### config.mk
export PLATFORM = sky130hd
export DESIGN_NAME = output_fault_qualifier
export DESIGN_NICKNAME = d
export VERILOG_FILES = /design/src/ofq_pkg.sv /design/src/output_fault_qualifier.sv /design/src/ofq_eval.sv
export SDC_FILE = /design/constraint.sdc
export NUM_CORES = 1
export LEC_CHECK = 0
export BUFFER_PORTS_ARGS = -buffer_cell sky130_fd_sc_hd__buf_2
export CORE_ASPECT_RATIO = 1.2
export CORE_MARGIN = 2
export CORE_UTILIZATION = 52
export DETAILED_ROUTE_END_ITERATION = 8
export PLACE_DENSITY = 0.74
export SYNTH_ARGS = -nofsm -noshare
export SYNTH_HDL_FRONTEND = slang
export SYNTH_SLANG_ARGS = --single-unit
export TNS_END_PERCENT = 10
### constraint.sdc
create_clock -name clock -period 9.45 [get_ports clock]
set_clock_uncertainty 0.2 [all_clocks]
set_input_delay 1.89 -clock clock [delete_from_list [all_inputs] [get_ports clock]]
set_output_delay 1.89 -clock clock [all_outputs]
set_load 0.01 [all_outputs]
### src/ofq_pkg.sv
// Package for the output fault qualifier: codes, fault kinds, register
// indexes, reset values and the structs shared by the top level and the
// evaluation logic. Depends on nothing.
package ofq_pkg;

   // Latched error codes.
   typedef enum logic [2:0] {
      CODE_NONE     = 3'd0,
      CODE_OVERVOLT = 3'd1,
      CODE_SHORT    = 3'd2,
      CODE_OPEN     = 3'd3,
      CODE_START    = 3'd4
   } code_type;

   // Kind of output fault seen on the last checked tick.
   typedef enum logic [1:0] {
      KIND_SHORT = 2'd0,
      KIND_OPEN  = 2'd1,
      KIND_START = 2'd2
   } kind_type;

   // Configuration register indexes.
   typedef enum logic [2:0] {
      CSR_BLANKING_TICKS  = 3'd0,
      CSR_OVERVOLT_MV     = 3'd1,
      CSR_SHORT_MARGIN_MV = 3'd2,
      CSR_START_FLOOR_MV  = 3'd3,
      CSR_OPEN_CEILING_MV = 3'd4
   } csr_index_type;

   localparam int unsigned CsrAddrWidth = 3;
   localparam int unsigned CsrDataWidth = 15;

   // Field widths.
   localparam int unsigned TicksWidth = 8;
   localparam int unsigned BattWidth  = 13;
   localparam int unsigned RailWidth  = 15;
   localparam int unsigned LevelWidth = 4;

   // Leaky counter stops adding at this level and reports from it upwards.
   localparam logic [LevelWidth-1:0] LevelLimit = 4'd8;

   // Register values after reset.
   localparam logic [TicksWidth-1:0] BlankingTicksReset = 8'd8;
   localparam logic [BattWidth-1:0]  OvervoltReset      = 13'd4350;
   localparam logic [BattWidth-1:0]  ShortMarginReset   = 13'd1000;
   localparam logic [RailWidth-1:0]  StartFloorReset    = 15'd11100;
   localparam logic [RailWidth-1:0]  OpenCeilingReset   = 15'd17000;

   // Stream payload widths in bits, padded to whole bytes.
   localparam int unsigned ReqDataWidth = 48;
   localparam int unsigned RspDataWidth = 8;

   typedef struct packed {
      logic [TicksWidth-1:0] blanking_ticks;
      logic [BattWidth-1:0]  overvolt_mv;
      logic [BattWidth-1:0]  short_margin_mv;
      logic [RailWidth-1:0]  start_floor_mv;
      logic [RailWidth-1:0]  open_ceiling_mv;
   } cfg_type;

   typedef struct packed {
      logic                 output_on;
      logic [BattWidth-1:0] battery_mv;
      logic [RailWidth-1:0] raw_battery_mv;
      logic [RailWidth-1:0] output_mv;
      logic                 clear_error;
   } sample_type;

   typedef struct packed {
      logic [TicksWidth-1:0] blank_count;
      logic [LevelWidth-1:0] fault_level;
      kind_type              fault_kind;
      code_type              latched_code;
   } state_type;

   typedef struct packed {
      logic     report;
      code_type error_code;
      logic     fatal;
   } result_type;

endpackage

### src/output_fault_qualifier.sv
// Output fault qualifier, top level. A request passes through the input register and then the
// result register before its result is offered; the result register holds it while the
// result stream stalls. Throughput: one transfer per cycle while rsp_tready is high, set by the
// combinational decision logic between the two registers.
// Synchronous active-high reset clears the pipeline, fault state and error
// code, and restores the configuration registers to their defaults.
module output_fault_qualifier (
   input  logic                                clock,
   input  logic                                reset,
   // Request stream.
   input  logic                                req_tvalid,
   output logic                                req_tready,
   // [0] output_on, [13:1] battery_mv, [28:14] raw_battery_mv,
   // [43:29] output_mv, [44] clear_error, [47:45] zero
   input  logic [ofq_pkg::ReqDataWidth-1:0]    req_tdata,
   // Result stream.
   output logic                                rsp_tvalid,
   input  logic                                rsp_tready,
   // [0] report, [3:1] error_code, [4] fatal, [7:5] zero
   output logic [ofq_pkg::RspDataWidth-1:0]    rsp_tdata,
   // Configuration write port.
   input  logic                                csr_wr_en,
   input  logic [ofq_pkg::CsrAddrWidth-1:0]    csr_addr,
   input  logic [ofq_pkg::CsrDataWidth-1:0]    csr_wr_data
);

   ofq_pkg::cfg_type    cfg_ff;
   ofq_pkg::sample_type sample_ff;
   ofq_pkg::sample_type sample_in;
   logic                sample_valid_ff;
   ofq_pkg::state_type  state_ff;
   ofq_pkg::state_type  state_in;
   ofq_pkg::result_type result_in;
   ofq_pkg::result_type result_ff;
   logic                result_valid_ff;
   logic                advance;

   // Unpack the request payload.
   assign sample_in.output_on      = req_tdata[0];
   assign sample_in.battery_mv     = req_tdata[13:1];
   assign sample_in.raw_battery_mv = req_tdata[28:14];
   assign sample_in.output_mv      = req_tdata[43:29];
   assign sample_in.clear_error    = req_tdata[44];

   // An item moves to the result register when that register is free or
   // is being emptied in this cycle.
   assign advance    = sample_valid_ff && (!result_valid_ff || rsp_tready);
   assign req_tready = !sample_valid_ff || advance;

   // Configuration registers.
   always_ff @(posedge clock) begin
      if (reset) begin
         cfg_ff.blanking_ticks  <= ofq_pkg::BlankingTicksReset;
         cfg_ff.overvolt_mv     <= ofq_pkg::OvervoltReset;
         cfg_ff.short_margin_mv <= ofq_pkg::ShortMarginReset;
         cfg_ff.start_floor_mv  <= ofq_pkg::StartFloorReset;
         cfg_ff.open_ceiling_mv <= ofq_pkg::OpenCeilingReset;
      end else if (csr_wr_en) begin
         unique case (csr_addr)
            ofq_pkg::CSR_BLANKING_TICKS:
               cfg_ff.blanking_ticks <= csr_wr_data[ofq_pkg::TicksWidth-1:0];
            ofq_pkg::CSR_OVERVOLT_MV:
               cfg_ff.overvolt_mv <= csr_wr_data[ofq_pkg::BattWidth-1:0];
            ofq_pkg::CSR_SHORT_MARGIN_MV:
               cfg_ff.short_margin_mv <= csr_wr_data[ofq_pkg::BattWidth-1:0];
            ofq_pkg::CSR_START_FLOOR_MV:
               cfg_ff.start_floor_mv <= csr_wr_data[ofq_pkg::RailWidth-1:0];
            ofq_pkg::CSR_OPEN_CEILING_MV:
               cfg_ff.open_ceiling_mv <= csr_wr_data[ofq_pkg::RailWidth-1:0];
            default: ;
         endcase
      end
   end

   // Input register.
   always_ff @(posedge clock) begin
      if (reset) begin
         sample_valid_ff <= 1'b0;
      end else if (req_tready) begin
         sample_valid_ff <= req_tvalid;
      end
   end

   always_ff @(posedge clock) begin
      if (req_tvalid && req_tready) begin
         sample_ff <= sample_in;
      end
   end

   ofq_eval u_eval (
      .cfg        (cfg_ff),
      .sample     (sample_ff),
      .state      (state_ff),
      .state_next (state_in),
      .result     (result_in)
   );

   // Fault state advances once per item that leaves the input register.
   always_ff @(posedge clock) begin
      if (reset) begin
         state_ff.blank_count  <= '0;
         state_ff.fault_level  <= '0;
         state_ff.fault_kind   <= ofq_pkg::KIND_SHORT;
         state_ff.latched_code <= ofq_pkg::CODE_NONE;
      end else if (advance) begin
         state_ff <= state_in;
      end
   end

   // Result register.
   always_ff @(posedge clock) begin
      if (reset) begin
         result_valid_ff <= 1'b0;
      end else if (advance) begin
         result_valid_ff <= 1'b1;
      end else if (rsp_tready) begin
         result_valid_ff <= 1'b0;
      end
   end

   always_ff @(posedge clock) begin
      if (advance) begin
         result_ff <= result_in;
      end
   end

   assign rsp_tvalid = result_valid_ff;
   assign rsp_tdata  = {3'b000, result_ff.fatal, result_ff.error_code, result_ff.report};

   // The leaky counter never climbs past one step above its limit.
   assert property (@(posedge clock) disable iff (reset)
      state_ff.fault_level <= ofq_pkg::LevelLimit + 4'd1)
      else $error("fault level above its ceiling");

   // A reported fault always leaves a code latched.
   assert property (@(posedge clock) disable iff (reset)
      (rsp_tvalid && result_ff.report) |-> (result_ff.error_code != ofq_pkg::CODE_NONE))
      else $error("report without a latched code");

   // The fatal flag agrees with the code it is offered with.
   assert property (@(posedge clock) disable iff (reset)
      rsp_tvalid |-> (result_ff.fatal == !(result_ff.error_code == ofq_pkg::CODE_OVERVOLT
         || result_ff.error_code == ofq_pkg::CODE_SHORT
         || result_ff.error_code == ofq_pkg::CODE_OPEN)))
      else $error("fatal flag does not match error code");

   // Fault state changes only when an item is processed.
   assert property (@(posedge clock) disable iff (reset)
      (!advance && !$past(reset)) |=> $stable(state_ff))
      else $error("fault state changed without an item");

   // The result code is the code that stays latched afterwards.
   assert property (@(posedge clock) disable iff (reset)
      advance |=> (state_ff.latched_code == result_ff.error_code))
      else $error("result code differs from latched code");

endmodule

### src/ofq_eval.sv
// Decision logic for one tick of the output fault qualifier: blanking,
// overvoltage, the leaky fault counter and the latched code.
// Depends on ofq_pkg.
module ofq_eval (
   input  ofq_pkg::cfg_type    cfg,
   input  ofq_pkg::sample_type sample,
   input  ofq_pkg::state_type  state,
   output ofq_pkg::state_type  state_next,
   output ofq_pkg::result_type result
);

   logic [ofq_pkg::RailWidth:0]    short_sum;
   logic                           is_short;
   logic                           is_start;
   logic                           is_open;
   logic [ofq_pkg::LevelWidth-1:0] level;
   ofq_pkg::code_type              code;

   // Short when output plus margin stays below the raw rail; a margin
   // above the rail can never satisfy this, as required.
   assign short_sum = {1'b0, sample.output_mv}
                    + {{(ofq_pkg::RailWidth + 1 - ofq_pkg::BattWidth){1'b0}},
                       cfg.short_margin_mv};
   assign is_short  = short_sum < {1'b0, sample.raw_battery_mv};
   assign is_start  = sample.output_mv < cfg.start_floor_mv;
   assign is_open   = sample.output_mv > cfg.open_ceiling_mv;

   // Next state and result for the tick.
   always_comb begin
      state_next    = state;
      level         = state.fault_level;
      code          = sample.clear_error ? ofq_pkg::CODE_NONE : state.latched_code;
      result.report = 1'b0;

      if (!sample.output_on) begin
         state_next.blank_count = '0;
      end else if (state.blank_count < cfg.blanking_ticks) begin
         state_next.blank_count = state.blank_count + 8'd1;
      end else begin
         if (sample.battery_mv > cfg.overvolt_mv) begin
            code          = ofq_pkg::CODE_OVERVOLT;
            result.report = 1'b1;
         end

         if (is_short) begin
            level = (state.fault_level < ofq_pkg::LevelLimit) ?
                    state.fault_level + 4'd2 : ofq_pkg::LevelLimit;
            state_next.fault_kind = ofq_pkg::KIND_SHORT;
         end else if (is_start) begin
            level = (state.fault_level < ofq_pkg::LevelLimit) ?
                    state.fault_level + 4'd1 : ofq_pkg::LevelLimit;
            state_next.fault_kind = ofq_pkg::KIND_START;
         end else if (is_open) begin
            level = (state.fault_level < ofq_pkg::LevelLimit) ?
                    state.fault_level + 4'd1 : ofq_pkg::LevelLimit;
            state_next.fault_kind = ofq_pkg::KIND_OPEN;
         end else begin
            level = (state.fault_level != '0) ? state.fault_level - 4'd1 : '0;
            state_next.fault_kind = ofq_pkg::KIND_SHORT;
         end
         state_next.fault_level = level;

         // A qualified output fault overrides an overvoltage in the same tick.
         if (level >= ofq_pkg::LevelLimit) begin
            result.report = 1'b1;
            case (state_next.fault_kind)
               ofq_pkg::KIND_OPEN:  code = ofq_pkg::CODE_OPEN;
               ofq_pkg::KIND_START: code = ofq_pkg::CODE_START;
               default:             code = ofq_pkg::CODE_SHORT;
            endcase
         end
      end

      state_next.latched_code = code;
      result.error_code       = code;
      case (code)
         ofq_pkg::CODE_OVERVOLT,
         ofq_pkg::CODE_SHORT,
         ofq_pkg::CODE_OPEN: result.fatal = 1'b0;
         default:            result.fatal = 1'b1;
      endcase
   end

endmodule
==> results.yml <==
sta:
  actual_transition_at_the_worst_max_transition_pin_ns: 1.09
  max_slew_margin_pct: 27.0
  hold_viol: 0
  min_period_over_period_pct: 48.7
  final_max_slew_viols: 0
  setup-violations-final: 0
  grt_setup_unrepaired: "false"
  max_freq_ghz: 0.217
  finalSetupTns_ns: 0
  layout_min_cycle_time_ns: 4.60
critical_path:
  worst_ep_arrival_time_ns: 4.68
  rr_worst_depth: 19
  critPathSlowestCell: "sky130_fd_sc_hd__mux2_2"
  critical_path_class: "register to register"
  crit-reg2reg-capture: "rsp_tdata[2]"
  critical_path.max_stage_delay_ns: 0.42
  worstSetupEndpointType: "register"
  worstPathMaxFanout: 14
  critical_path.most_common_cell: "sky130_fd_sc_hd__ha_1"
  startpoint_kind_of_the_worst_setup_timing_path: "register"
  ff2ff_setup_slack_ns: 4.85
  critPathRequiredTime_ns: 9.53
  critical_path_cell_sequence: "ha_1 > inv_1 > fa_1 > nor2b_1 > o21ai_1 > a21boi_1 > o31a_1 > o2111ai_1 > nand3b_1 > xor2_1 > ha_1 > nand2_1 > o21ai_0 > a211oi_1 > o31ai_1 > a31oi_4 > mux2_2 > o21ba_1 > nor2_1"
  worst_r2r_startpoint: "sample_ff[1]"
grt:
  grt_first_pass_wirelength_mm: 25.0
  number_of_antenna_violations_at_the_first_check_in_global_routing: 0
  pin_count_of_the_biggest_net_entering_global_routing: 77
  track_usage_pct: 21.0
  grt_pass1_vias: 5453
  globalRoute.totalOverflow: 0
clock_network:
  clk-insertion-delay-late_ns: 0.42
  cts-root-to-sink-buffers: 2
  hold_buffers: 0
  cts_sinks: 131
  postCtsSetupBuffers: 0
  htree_num_levels: 4
  cts_resized: 0
  clk_pin_slew_ns: 0.06
  cts_tree: "done"
  clockRootBuffer: "sky130_fd_sc_hd__clkbuf_16"
  numCtsBuffers: 17
logic_synthesis:
  synth.distinct_cells: 74
  synthesis.yosys.warnings: 0
  ys_ff_latch: 131
  ys_async_sr_fraction_pct: 0
  synth_top_area_share_pct: 22.4
  part_of_the_yosys_area_used_for_sequential_elements_pct: 43.2
  synth_edf_count: 50
  synth.cell_area_sq_mm: 0.00722
  syn-instance-count: 789
  ys.flop_type: "sky130_fd_sc_hd__dfxtp_1"
  synth.avg_cell_area_sq_um: 9.15
  post_synth_main_area_contributors: "sky130_fd_sc_hd__dfxtp_1 (22%), sky130_fd_sc_hd__edfxtp_1 (21%), sky130_fd_sc_hd__ha_1 (14%)"
  netlist.top_cell.by_area: "sky130_fd_sc_hd__dfxtp_1"
floorplanning:
  die_w_microns: 112
  row_cnt: 47
  initial_core_util_pct: 52.7
  die_height_microns: 133
  design.die.area_sq_mm: 0.0149
  ioPinCount: 81
  core-area_sq_mm: 0.0137
final_layout:
  final_net_count: 1015
  post-route-util_pct: 60.2
  layout-drive-gt1-share_pct: 14.0
  multi_input_comb_area_sq_mm: 0.00369
  final_common_cell: "sky130_fd_sc_hd__nand2_1"
  n_antenna_cell: 0
  regArea_sq_mm: 0.00312
  layout-area-overhead-vs-synth_pct: 14.2
  layout_common_cells: "sky130_fd_sc_hd__nand2_1 (135), sky130_fd_sc_hd__ha_1 (82), sky130_fd_sc_hd__dfxtp_1 (81)"
  n_fill_cell: 1229
placed_design:
  final_gp_congestion: 0.878
  place.detailed.hpwl_mm: 10.9
  port_buffers: 74
power_and_ir_drop:
  cellLeakagePower_nw: 3.58
  totalPowerFinal_mw: 1.38
  highest_ir_drop_seen_on_vdd_mv: 0.115
  power.density_mw_per_mm2: 168
detailed_routing:
  route.detailed.wl_per_inst_microns: 14.2
  vias: 5609
  detail_route.vias_per_cell: 5.37
  route.antenna.remaining_nets: 0
  drc: 0
  first_iteration_detailed_routing_drc_count: 248
  finalWirelength_mm: 14.8
  detailedRoute.firstPassIterationCount: 5
worst_hold_path:
  worstHoldPathCells: 2
  holdCritStartpoint: "cfg_ff[8]"
  min_path_type: "register to register"
  hold-path-endpoint: "cfg_ff[8]"
flow_run:
  max_cap_viol_count: 0
status:
  run_status: "completed"
-- registers in the layout (all words and copies together), names as in the netlist --
name	flops
cfg_ff	64
state_ff	15
sample_ff	45
rsp_tvalid	1
sample_valid_ff	1
rsp_tdata	5
-- where the power goes --
part	internal (mW)	switching, mW
combinational	0.0690	0.0963
clock	0.363	0.234
sequential	0.610	0.0123
-- cell usage after synthesis (all sizes together), types with 2 or more instances --
library cell and instances:
a211o 11, a211oi 7, a21boi 3, a21o 7
a21oi 74, a221oi 2, a311oi 2, a31oi 7
a41oi 3, and2 3, and3 6, buf 6
clkbuf 18, dfxtp 81, edfxtp 50, ha 82
inv 78, mux2i 8, nand2 135, nand2b 5
nand3 9, nand3b 23, nand4 8, nor2 56
nor2b 9, nor3 4, nor3b 2, nor4 4
o211ai 3, o21a 5, o21ai 30, o21bai 4
o22ai 2, o31ai 2, or2 2, or3 2
xnor2 10, xor2 7
-- through the flow --
step / cells / worst slack, ns / cell area, sq um / hold WS, ns
floorplan: 791 / 5.17 / 7230 / 0.232
global placement: 1013 / 4.80 / 7710 / 0.242
detailed placement: 1013 / 4.81 / 7710 / 0.244
CTS: 1045 / 4.80 / 8250 / 0.252
global route: 1045 / 4.46 / 8250 / 0.277
finish: 1045 / 4.85 / 8250 / 0.252
-- layout make-up --
| type | instances | area share, % |
|---|---|---|
| repair buffers | 76 | 4.67 |
| flip-flops and latches | 131 | 37.9 |
| multi-input cells | 556 | 44.8 |
| clock inverters | 12 | 1.08 |
| inverters | 79 | 3.60 |
| clock buffers | 20 | 5.42 |
| well taps | 171 | 2.59 |
-- metal layers --
metal | vias up | GRT usage [%] | share of wire [%]
met5 | - | 0 | 0
met4 | 0 | 8.71 | 2.5
met3 | 27 | 5.00 | 4.5
met2 | 145 | 35.8 | 49
met1 | 2562 | 25.7 | 44
li1 | 2875 | - | -
-- worst max-delay path by stage --
stage,start,endpoint,cells past startpoint
2_1_floorplan,rsp_tready,req_tready,2
3_3_place_gp,sample_ff[1],rsp_tdata[2],19
3_5_place_dp,sample_ff[1],rsp_tdata[2],19
4_1_cts,sample_ff[1],rsp_tdata[2],19
5_1_grt,sample_ff[1],rsp_tdata[2],19
6_report,sample_ff[1],rsp_tdata[2],19
-- kinds of logic (layout without fill, tap and decap cells) --
group                      Yosys count  count (layout)  synth area share [%]
and+or+nand+nor                    272             272                  17.4
AOI/OAI and AO/OA                  172             172                  15.8
DFF                                131             131                  43.2
buffers and inverters              104             187                  5.75
adders and majority gates           83              83                  14.5
xor gates and xnor gates            17              17                  2.06
muxes                                9               9                  1.26
other                                1               3                0.0519
-- worst max-delay path, delay by kind of cell (launching register included) --
kind                       cells  cell delay, ns
AOI/OAI and AO/OA              9            1.88
xor gates and xnor gates       1            0.16
adders and majority gates      3            0.89
buffers and inverters          1            0.07
DFF                            1            0.40
muxes                          1            0.42
and+or+nand+nor                4            0.45
Note: power is estimated with default switching activity, not from simulation.
